--- src/hw/rtl/giqe_pkg.sv ---
// Shared types and constants for the graph incidence query engine.
// No dependencies; imported by every module of the block.
package giqe_pkg;

   localparam int DEF_MAX_VERTICES = 64;
   localparam int DEF_MAX_EDGES    = 512;

   localparam int ACTION_W   = 3;
   localparam int EDGE_IDX_W = 10;
   localparam int VERTEX_W   = 7;
   localparam int VALUE_W    = 10;

   localparam logic [ACTION_W-1:0] ACT_CLEAR     = 3'd0;
   localparam logic [ACTION_W-1:0] ACT_ADD_EDGE  = 3'd1;
   localparam logic [ACTION_W-1:0] ACT_DEGREE    = 3'd2;
   localparam logic [ACTION_W-1:0] ACT_ADJACENT  = 3'd3;
   localparam logic [ACTION_W-1:0] ACT_NEIGHBORS = 3'd4;

   localparam logic CSR_VERTEX_COUNT = 1'b0;
   localparam logic CSR_EDGE_COUNT   = 1'b1;

   localparam logic [VERTEX_W-1:0]   VERTEX_COUNT_RST = 7'd64;
   localparam logic [EDGE_IDX_W-1:0] EDGE_COUNT_RST   = 10'd0;

   localparam logic [VALUE_W-1:0] DEGREE_MAX = 10'd1023;

   typedef struct packed {
      logic [VALUE_W-1:0] value;
      logic               is_empty;
      logic               last;
   } rsp_beat_type;

endpackage

--- src/hw/rtl/giqe_engine.sv ---
// Sequencer and shared row unit: clear sweep, add read-modify-write,
// row walk for queries and neighbor scan. Depends on giqe_pkg.
module giqe_engine
   import giqe_pkg::*;
#(
   parameter int MAX_VERTICES = DEF_MAX_VERTICES,
   parameter int MAX_EDGES    = DEF_MAX_EDGES,
   parameter int AW           = 9,
   parameter int VW           = 6
) (
   input  logic                    clock,
   input  logic                    reset,
   input  logic                    req_take,
   input  logic [ACTION_W-1:0]     req_action,
   input  logic [EDGE_IDX_W-1:0]   req_edge,
   input  logic [VERTEX_W-1:0]     req_va,
   input  logic [VERTEX_W-1:0]     req_vb,
   input  logic [VERTEX_W-1:0]     vertex_count,
   input  logic [EDGE_IDX_W-1:0]   edge_count,
   output logic                    ready,
   input  logic                    out_free,
   output logic                    emit,
   output rsp_beat_type            beat,
   output logic                    mem_we,
   output logic [AW-1:0]           mem_waddr,
   output logic [MAX_VERTICES-1:0] mem_wdata,
   output logic [AW-1:0]           mem_raddr,
   input  logic [MAX_VERTICES-1:0] mem_rdata
);

   localparam int PW   = AW + 1;
   localparam int CMPW = (PW > EDGE_IDX_W) ? PW : EDGE_IDX_W;
   localparam int MV   = MAX_VERTICES;

   typedef enum logic [6:0] {
      S_IDLE  = 7'b0000001,
      S_CLEAR = 7'b0000010,
      S_ADD   = 7'b0000100,
      S_WALK  = 7'b0001000,
      S_SCAN  = 7'b0010000,
      S_EMIT  = 7'b0100000,
      S_HOLD  = 7'b1000000
   } state_type;

   state_type           state_ff, state_in;
   logic [PW-1:0]       ptr_ff, ptr_in;
   logic                rdv_ff, rdv_in;
   logic [ACTION_W-1:0] op_ff, op_in;
   logic [MV-1:0]       mask_a_ff, mask_a_in;
   logic [MV-1:0]       mask_b_ff, mask_b_in;
   logic                adj_ok_ff, adj_ok_in;
   logic [VALUE_W-1:0]  count_ff, count_in;
   logic                found_ff, found_in;
   logic [MV-1:0]       reach_ff, reach_in;
   logic [VW:0]         vidx_ff, vidx_in;
   logic [VW-1:0]       pend_ff, pend_in;
   logic                pend_vld_ff, pend_vld_in;
   logic [VALUE_W-1:0]  res_value_ff, res_value_in;
   logic                res_empty_ff, res_empty_in;

   logic [VERTEX_W-1:0] n_used;
   logic [PW-1:0]       m_used;
   logic                a_ok, b_ok, e_ok;
   logic [VERTEX_W-1:0] a_m1, b_m1;
   logic [MV-1:0]       bit_a, bit_b;
   logic [CMPW-1:0]     e_wide, e_m1;
   logic                issue;
   logic                hit_a, hit_both, scan_bit;
   logic [MV-1:0]       both;

   assign n_used = (vertex_count > VERTEX_W'(MV)) ? VERTEX_W'(MV) : vertex_count;
   assign m_used = (CMPW'(edge_count) > CMPW'(MAX_EDGES)) ? PW'(MAX_EDGES)
                                                           : PW'(edge_count);

   assign a_ok  = (req_va != '0) && (req_va <= n_used);
   assign b_ok  = (req_vb != '0) && (req_vb <= n_used);
   assign a_m1  = req_va - VERTEX_W'(1);
   assign b_m1  = req_vb - VERTEX_W'(1);
   assign bit_a = a_ok ? (MV'(1) << a_m1[VW-1:0]) : '0;
   assign bit_b = b_ok ? (MV'(1) << b_m1[VW-1:0]) : '0;

   assign e_wide = CMPW'(req_edge);
   assign e_m1   = e_wide - CMPW'(1);
   assign e_ok   = (req_edge != '0) && (e_wide <= CMPW'(MAX_EDGES));

   assign both     = mask_a_ff | mask_b_ff;
   assign hit_a    = |(mem_rdata & mask_a_ff);
   assign hit_both = adj_ok_ff && ((mem_rdata & both) == both);
   assign issue    = (ptr_ff < m_used);
   assign scan_bit = reach_ff[vidx_ff[VW-1:0]] & ~mask_a_ff[vidx_ff[VW-1:0]];

   assign ready = (state_ff == S_IDLE);

   always_comb begin
      state_in     = state_ff;
      ptr_in       = ptr_ff;
      rdv_in       = 1'b0;
      op_in        = op_ff;
      mask_a_in    = mask_a_ff;
      mask_b_in    = mask_b_ff;
      adj_ok_in    = adj_ok_ff;
      count_in     = count_ff;
      found_in     = found_ff;
      reach_in     = reach_ff;
      vidx_in      = vidx_ff;
      pend_in      = pend_ff;
      pend_vld_in  = pend_vld_ff;
      res_value_in = res_value_ff;
      res_empty_in = res_empty_ff;
      mem_we       = 1'b0;
      mem_waddr    = ptr_ff[AW-1:0];
      mem_wdata    = '0;
      mem_raddr    = ptr_ff[AW-1:0];
      emit         = 1'b0;
      beat         = '{value: res_value_ff, is_empty: res_empty_ff, last: 1'b1};

      case (state_ff)
         S_IDLE: begin
            mem_raddr = e_m1[AW-1:0];
            if (req_take) begin
               op_in     = req_action;
               mask_a_in = bit_a;
               mask_b_in = bit_b;
               adj_ok_in = a_ok && b_ok && (req_va != req_vb);
               ptr_in    = '0;
               count_in  = '0;
               found_in  = 1'b0;
               reach_in  = '0;
               case (req_action)
                  ACT_CLEAR: begin
                     state_in = S_CLEAR;
                  end
                  ACT_ADD_EDGE: begin
                     ptr_in = PW'(e_m1[AW-1:0]);
                     if (e_ok && a_ok && b_ok) begin
                        state_in = S_ADD;
                     end
                  end
                  ACT_DEGREE, ACT_ADJACENT, ACT_NEIGHBORS: begin
                     state_in = S_WALK;
                  end
                  default: begin
                     state_in = S_IDLE;
                  end
               endcase
            end
         end
         S_CLEAR: begin
            mem_we = 1'b1;
            ptr_in = ptr_ff + PW'(1);
            if (ptr_ff == PW'(MAX_EDGES - 1)) begin
               state_in = S_IDLE;
            end
         end
         S_ADD: begin
            mem_we    = 1'b1;
            mem_wdata = mem_rdata | mask_a_ff | mask_b_ff;
            state_in  = S_IDLE;
         end
         S_WALK: begin
            rdv_in = issue;
            if (issue) begin
               ptr_in = ptr_ff + PW'(1);
            end
            if (rdv_ff) begin
               if (hit_a && (count_ff != DEGREE_MAX)) begin
                  count_in = count_ff + VALUE_W'(1);
               end
               if (hit_both) begin
                  found_in = 1'b1;
               end
               if (hit_a) begin
                  reach_in = reach_ff | mem_rdata;
               end
            end
            if (!issue && !rdv_ff) begin
               res_empty_in = 1'b0;
               vidx_in      = '0;
               pend_vld_in  = 1'b0;
               case (op_ff)
                  ACT_DEGREE: begin
                     res_value_in = count_ff;
                     state_in     = S_EMIT;
                  end
                  ACT_ADJACENT: begin
                     res_value_in = VALUE_W'(found_ff);
                     state_in     = S_EMIT;
                  end
                  default: begin
                     state_in = S_SCAN;
                  end
               endcase
            end
         end
         S_SCAN: begin
            beat = '{value: VALUE_W'(pend_ff) + VALUE_W'(1), is_empty: 1'b0, last: 1'b0};
            if (VERTEX_W'(vidx_ff) < n_used) begin
               if (scan_bit) begin
                  if (!pend_vld_ff) begin
                     pend_vld_in = 1'b1;
                     pend_in     = vidx_ff[VW-1:0];
                     vidx_in     = vidx_ff + (VW+1)'(1);
                  end else if (out_free) begin
                     emit    = 1'b1;
                     pend_in = vidx_ff[VW-1:0];
                     vidx_in = vidx_ff + (VW+1)'(1);
                  end
               end else begin
                  vidx_in = vidx_ff + (VW+1)'(1);
               end
            end else begin
               res_value_in = pend_vld_ff ? VALUE_W'(pend_ff) + VALUE_W'(1) : '0;
               res_empty_in = !pend_vld_ff;
               state_in     = S_EMIT;
            end
         end
         S_EMIT: begin
            if (out_free) begin
               emit     = 1'b1;
               state_in = S_IDLE;
            end
         end
         default: begin
            state_in = S_IDLE;
         end
      endcase
   end

   always_ff @(posedge clock) begin
      if (reset) begin
         state_ff <= S_CLEAR;
         ptr_ff   <= '0;
         rdv_ff   <= 1'b0;
      end else begin
         state_ff <= state_in;
         ptr_ff   <= ptr_in;
         rdv_ff   <= rdv_in;
      end
   end

   always_ff @(posedge clock) begin
      op_ff        <= op_in;
      mask_a_ff    <= mask_a_in;
      mask_b_ff    <= mask_b_in;
      adj_ok_ff    <= adj_ok_in;
      count_ff     <= count_in;
      found_ff     <= found_in;
      reach_ff     <= reach_in;
      vidx_ff      <= vidx_in;
      pend_ff      <= pend_in;
      pend_vld_ff  <= pend_vld_in;
      res_value_ff <= res_value_in;
      res_empty_ff <= res_empty_in;
   end

endmodule
--- config.mk ---
export PLATFORM = sky130hd
export DESIGN_NAME = giqe_engine
export DESIGN_NICKNAME = d
export VERILOG_FILES = /design/src/hw/rtl/giqe_pkg.sv /design/src/hw/rtl/giqe_engine.sv
export SDC_FILE = /design/constraint.sdc
export NUM_CORES = 1
export LEC_CHECK = 0
export ABC_AREA = 1
export BUFFER_PORTS_ARGS = -buffer_cell sky130_fd_sc_hd__buf_2
export CORE_ASPECT_RATIO = 2
export CORE_MARGIN = 1.5
export CORE_UTILIZATION = 53
export DETAILED_ROUTE_END_ITERATION = 8
export HOLD_SLACK_MARGIN = 0.02
export PLACE_DENSITY = 0.78
export SLEW_MARGIN = 10
export SYNTH_ARGS = -nofsm -noshare
export SYNTH_HDL_FRONTEND = slang
export SYNTH_SLANG_ARGS = --single-unit
--- constraint.sdc ---
create_clock -name clock -period 8.9 [get_ports clock]
set_input_delay 0.89 -clock clock [delete_from_list [all_inputs] [get_ports clock]]
set_output_delay 0.89 -clock clock [all_outputs]
set_load 0.02 [all_outputs]
==> Word-level counts from Yosys, hierarchy flattened <==
Index checks and enable logic that the tools add are counted.
{ "classes": {"n_addsub": 7, "magnitude_cmp": 8, "eq_ne": 32, "shifts": 2, "muxes": 59, "bitwise_logic": 9, "reduce_logical": 36} }
{ "op_table": {"columns": ["cell", "n"], "rows": [
  ["64-bit two-way mux", 4],
  ["64-bit bitwise OR", 4],
  ["64-bit AND", 2],
  ["64-bit one-hot mux with 2 select lines", 1],
  ["1-bit by 6-bit << shifter with 64-bit output, first input constant", 2],
  ["7-bit two-way mux", 13],
  ["10-bit two-way mux", 8],
  ["64-bit == test", 1],
  ["64-bit OR reduction", 1],
  ["10-bit one-hot mux with 2 select lines", 3],
  ["7-bit one-hot mux with 5 select lines", 1],
  ["10-bit one-hot mux with 3 select lines", 1],
  ["4-bit AND reduction", 7],
  ["2-bit inequality test, second input constant", 13],
  ["7-bit one-hot mux with 3 select lines", 1],
  ["10-bit by 1-bit adder with 10-bit output, second input constant", 2],
  ["6-bit two-way mux", 3],
  ["9-bit two-way mux", 2],
  ["7-bit less-or-equal comparator", 2],
  ["1-bit two-way mux", 14],
  ["7-bit one-hot mux with 2 select lines", 1],
  ["7-bit nonzero test", 2],
  ["1-bit binary-select mux with 6-bit select", 2],
  ["3-bit by 2-bit == test with 1-bit output, second input constant", 4],
  ["38 further kinds", 59]
]} }
{ "word_totals": {"ff_bits": 250, "output_inout_bits": 97, "wordCells": 168} }

==> Longest topological paths before layout <==
{ "logic_depth": {"ltp_word": 10, "mapped_depth": 22, "mapped_depth_nobuf": 22} }

==> Worst setup path after synthesis <==
No wires, ideal clock.
{ "synth_timing": {"kind": "in2reg", "from": "in req_take", "to": "reg reach_ff[0], enable pin", "setup_ns": 0.418, "arrival_time_ns": 8.039, "setup_slack_ns": 0.443, "cell_stages": 6, "path_buffers": 0, "path_cell_list": "inv_1 > nor2_1 > nor2_1 > nor2_1 > nand2_1 > inv_1"} }
{ "synth_via": {"elab_chain_cells": 2} }
{ "synth_rtl": {"columns": ["element", "line_no", "text"], "rows": [
  ["start, declared", "giqe_engine.sv:13", "input logic req_take,"],
  ["2-bit inequality test (no source line)", null, null],
  ["4-bit AND reduction (no source line)", null, null],
  ["end signal, assigned", "giqe_engine.sv:248", "reach_ff <= reach_in;"],
  ["end, declared", "giqe_engine.sv:54", "logic [MV-1:0] reach_ff, reach_in;"]
]} }
Every way passes these cells.
A chain may end at the register's enable or synchronous reset.

==> Final worst setup path <==
{ "layout_timing": {"from": "reg vidx_ff[0]", "to": "out emit"} }
{ "layout_via": {"elab_chain_cells": 7} }
{ "layout_rtl": {"columns": ["element", "line_no", "text"], "rows": [
  ["start, declared", "giqe_engine.sv:55", "logic [VW:0] vidx_ff, vidx_in;"],
  ["start signal, assigned", "giqe_engine.sv:249", "vidx_ff <= vidx_in;"],
  ["1-bit binary-select mux with 6-bit select", "giqe_engine.sv:90", "assign scan_bit = reach_ff[vidx_ff[VW-1:0]] & ~mask_a_ff[vidx_ff[VW-1:0]];"],
  ["1-bit two-way mux (implied by the code)", "giqe_engine.sv:90", null],
  ["1-bit inverter", "giqe_engine.sv:90", null],
  ["1-bit AND", "giqe_engine.sv:90", null],
  ["1-bit two-way mux", "giqe_engine.sv:198", "if (scan_bit) begin"],
  ["1-bit two-way mux *", "giqe_engine.sv:197", "if (VERTEX_W'(vidx_ff) < n_used) begin"],
  ["1-bit one-hot mux with 2 select lines *", "giqe_engine.sv:117", "case (state_ff)"],
  ["end, declared", "giqe_engine.sv:22", "output logic emit,"]
]} }
Every way passes the cells marked *; elsewhere a longest branch is shown, timed or not. The select of a mux whose other input is x is not followed.

==> summary.md <==
| Metric | Value |
|---|---|
| Status | `completed` |
| Final WL | `52420 um` |
| Horiz. Die Dim | `121.7 um` |
| GP Congestion | `1.049` |
| Synth-to-layout area growth | `12.41%` |
| Core box area | `27650 sq um` |
| Via count | `14120` |
| CTS tree | `built` |
| Slew HR | `0.2900` |
| Synth Cell Area | `14940 sq um` |
| Area leader, netlist | `edfxtp_1` |
| GRT Total Usage | `0.3580` |
| Antenna violations before repair | `1` |
| Crit path launch | `vidx_ff[0]$_SDFFCE_PN0P_` |
| Hold Path Class | `reg -> reg` |
| CTS buffer count | `22` |
| Min cycle time layout | `4.107 ns` |
| Fmax achieved | `243.5 MHz` |
| Clock Pin Slew Worst Setup and Hold Paths | `0.07 ns` |
| Slew @ Worst Pin | `1.065 ns` |
| Post-place setup slack | `5.079 ns` |
| # IOs | `209` |
| Crit start category | `register` |
| Area of the multi-input gates | `6167 sq um` |
| Post-DRT Antenna Nets | `0` |
| Drt wl/cell | `21.72 um` |
| Crit path cell chain | `inv_2, o21ai_0, nand3_1, nand3_1, nand2_1, nand2_1, nand3_1, nand3_1, nand2_1, nor2_1, nand3_1, nand2_1, buf_2` |
| Final-report setup violation count | `0` |
| Setup repair after global routing missed its margin | `false` |
| Final period util | `0.4615` |
| Critical Path Max Stage Delay | `0.68 ns` |
| Drt pass-1 iters | `6` |
| Root buffer selected by CTS | `clkbuf_16` |
| Setup ws final | `4.793 ns` |
| Final Hold Slack | `0.5221 ns` |
| Final Max Slew Viols | `0` |
| WS Path Type | `reg -> out` |
| H-Tree Depth | `1` |
| Worst path most repeated cell | `nand3_1` |
| Skew final | `0.02280 ns` |
| Synth Net Count | `2021` |
| FF-to-FF Start | `vidx_ff[0]$_SDFFCE_PN0P_` |
| Number of port buffers | `208` |
| Vias in the first global route | `13316` |
| Row count | `86` |
| Leakage | `7.518 nW` |
| Ys flop type | `edfxtp_1` |
| Vias/cell | `5.852` |
| Area contributors post-synth | `edfxtp_1, nand2_1, nor2_1` |
| Clk_lat worst skew | `0.54 ns` |
| Initial Utilization | `0.5401` |
| Crit-path max FO | `43` |
| Post-synthesis area per instance | `7.966 sq um` |
| Slowest cell on crit path | `inv_2` |
| Final core utilization | `0.6072` |
| Reg area | `7307 sq um` |
| Post-CTS Setup Inserts | `0` |
| Die ar. | `29260 sq um` |
| TritonCTS Sinks | `249` |
| Synth top area share | `0.4664` |
| Cells after Synth | `1875` |
| Drt drc | `0` |
| Height of the die | `240.4 um` |
| Ys Warns | `0` |
| Number of synthesized flops with an enable pin | `232` |
| Share of post-route cells with drive strength above 1 | `0.1451` |
| Nature of the critical path endpoint | `primary output` |
| CP Data Required Time | `8.01 ns` |
| Cts hold-fix bufs | `0` |
| Hold Path Origin | `ptr_ff[9]$_SDFFE_PP0P_` |
| Final Hold Viols | `0` |
| MaxCap Viol Count | `0` |
| Congestion Overflow GR | `0` |
| Post-CTS Resized | `0` |
| Ys async rst share | `0` |
| Seq/Total Area, Yosys | `0.4892` |
| Max Buffers Root-to-Sink | `3` |
| First-pass GRT wire length | `76850 um` |
| Total power | `0.003444 W` |
| Worst-case vdd ir drop | `0.1251 mV` |
| WP data arrival | `3.22 ns` |
| Power Density | `205.1 nW/um^2` |
| Yosys reg bits | `249` |
| DR iter-0 viols | `1699` |
| Yosys cell types | `48` |
| Largest net degree at the start of global routing | `76` |
| Final nets | `2190` |
| # fillers | `2495` |
| Post-route setup TNS | `0 ns` |
| Post-DP HPWL | `39780 um` |
## critical path: cells and delay by family (launching register included)
kind | cells | cell delay [ns]
AND/OR/NAND/NOR | 10 | 1.16
buffers and inverters | 2 | 0.84
flip-flops | 1 | 0.40
AO/OA/AOI/OAI | 1 | 0.25
## layer usage
layer | vias up | wire, um | global-route usage | part of all wire
li1 | 6537 | - | - | -
met1 | 6509 | 17470 | 0.3987 | 0.33
met2 | 851 | 25510 | 0.6002 | 0.49
met3 | 223 | 4253 | 0.05005 | 0.081
met4 | 0 | 5185 | 0.2948 | 0.099
met5 | - | 0 | 0 | 0
## logic make-up after synthesis
| kind of cell | after synthesis | share of synthesized area |
|---|---|---|
| XOR/XNOR | 18 | 0.01055 |
| flip-flops | 249 | 0.4892 |
| adder cells (fa/ha/maj) | 34 | 0.02848 |
| buffers and inverters | 354 | 0.09842 |
| AO/OA/AOI/OAI | 262 | 0.09859 |
| AND/OR/NAND/NOR | 958 | 0.2748 |
## synth_stat cells, types with 5 or more instances
library cell and instances:
nand2_1 363, nor2_1 319, inv_1 269, edfxtp_1 232, nand3_1 116, a21oi_1 102, o21ai_0 92, nor3_1 78
ha_1 34, clkbuf_1 29, nand4_1 28, buf_2 26, dfxtp_1 17, nor2_2 17, o22ai_1 15, a31oi_1 13
xor2_1 13, o211ai_1 12, buf_4 10, nor2_4 9, nor4_1 9, buf_6 8, inv_2 8, o2111ai_1 8
nor3b_1 5, xnor2_1 5
## metrics by stage
stage,cells,instance area (sq um)
2_1_floorplan,1875,14940
3_3_place_gp,2372,16090
3_5_place_dp,2372,16090
4_1_cts,2412,16790
5_1_grt,2413,16790
6_report,2413,16790
## placed cells by master (no fill, tap or decap), types with 4 or more instances in the layout
| cell | count |
|---|---|
| nand2_1 | 363 |
| nor2_2 | 17 |
| nor3b_1 | 5 |
| a31oi_1 | 13 |
| buf_4 | 12 |
| inv_2 | 9 |
| xnor2_1 | 5 |
| edfxtp_1 | 232 |
| dfxtp_1 | 17 |
| nand2_2 | 4 |
| nor3_1 | 78 |
| clkinv_1 | 5 |
| buf_2 | 208 |
| ha_1 | 34 |
| nor2_4 | 10 |
| nor4_1 | 9 |
| nor2_1 | 318 |
| xor2_1 | 13 |
| clkbuf_16 | 23 |
| or2_2 | 5 |
| o22ai_1 | 15 |
| o211ai_1 | 12 |
| a21oi_1 | 102 |
| nand4_1 | 28 |
| nand3_1 | 116 |
| o21ai_0 | 92 |
| clkbuf_1 | 6 |
| o21bai_1 | 4 |
| inv_1 | 268 |
| o2111ai_1 | 8 |
## layout make-up
cell class	instances	area share
repair buffers	220	0.06736
inverters	279	0.06237
diodes	1	0.0001490
multi-input cells	1272	0.3673
clock inverters	10	0.004993
clock buffers	30	0.03644
flip-flops and latches	249	0.4352
well taps	352	0.02623
## report_power, final
part / leakage, nW / switching (W) / internal [W]
Combinational: 4.89 / 0.000690 / 0.000251
Sequential: 2.30 / 0.0000859 / 0.00146
Clock: 0.333 / 0.000446 / 0.000515
## worst paths after layout
kind | to | slack [ns] | depth (start not counted)
hold / removal | ptr_ff[9]$_SDFFE_PP0P_ | 0.52 | 2
setup reg to reg | vidx_ff[0]$_SDFFCE_PN0P_ | 5.67 | 11
hold reg to reg | ptr_ff[9]$_SDFFE_PP0P_ | 0.52 | 2
setup / recovery | emit | 4.79 | 13
## state kept, by name, indices dropped and copies added (netlist names)
| name | count |
|---|---|
| op_ff | 3 |
| pend_ff | 6 |
| found_ff | 1 |
| mask_b_ff | 64 |
| res_empty_ff | 1 |
| pend_vld_ff | 1 |
| adj_ok_ff | 1 |
| ptr_ff | 10 |
| mask_a_ff | 64 |
| count_ff | 10 |
| res_value_ff | 10 |
| reach_ff | 64 |
| vidx_ff | 7 |
| state_ff | 6 |
| rdv_ff | 1 |
Note: power is estimated with default switching activity, not from simulation.
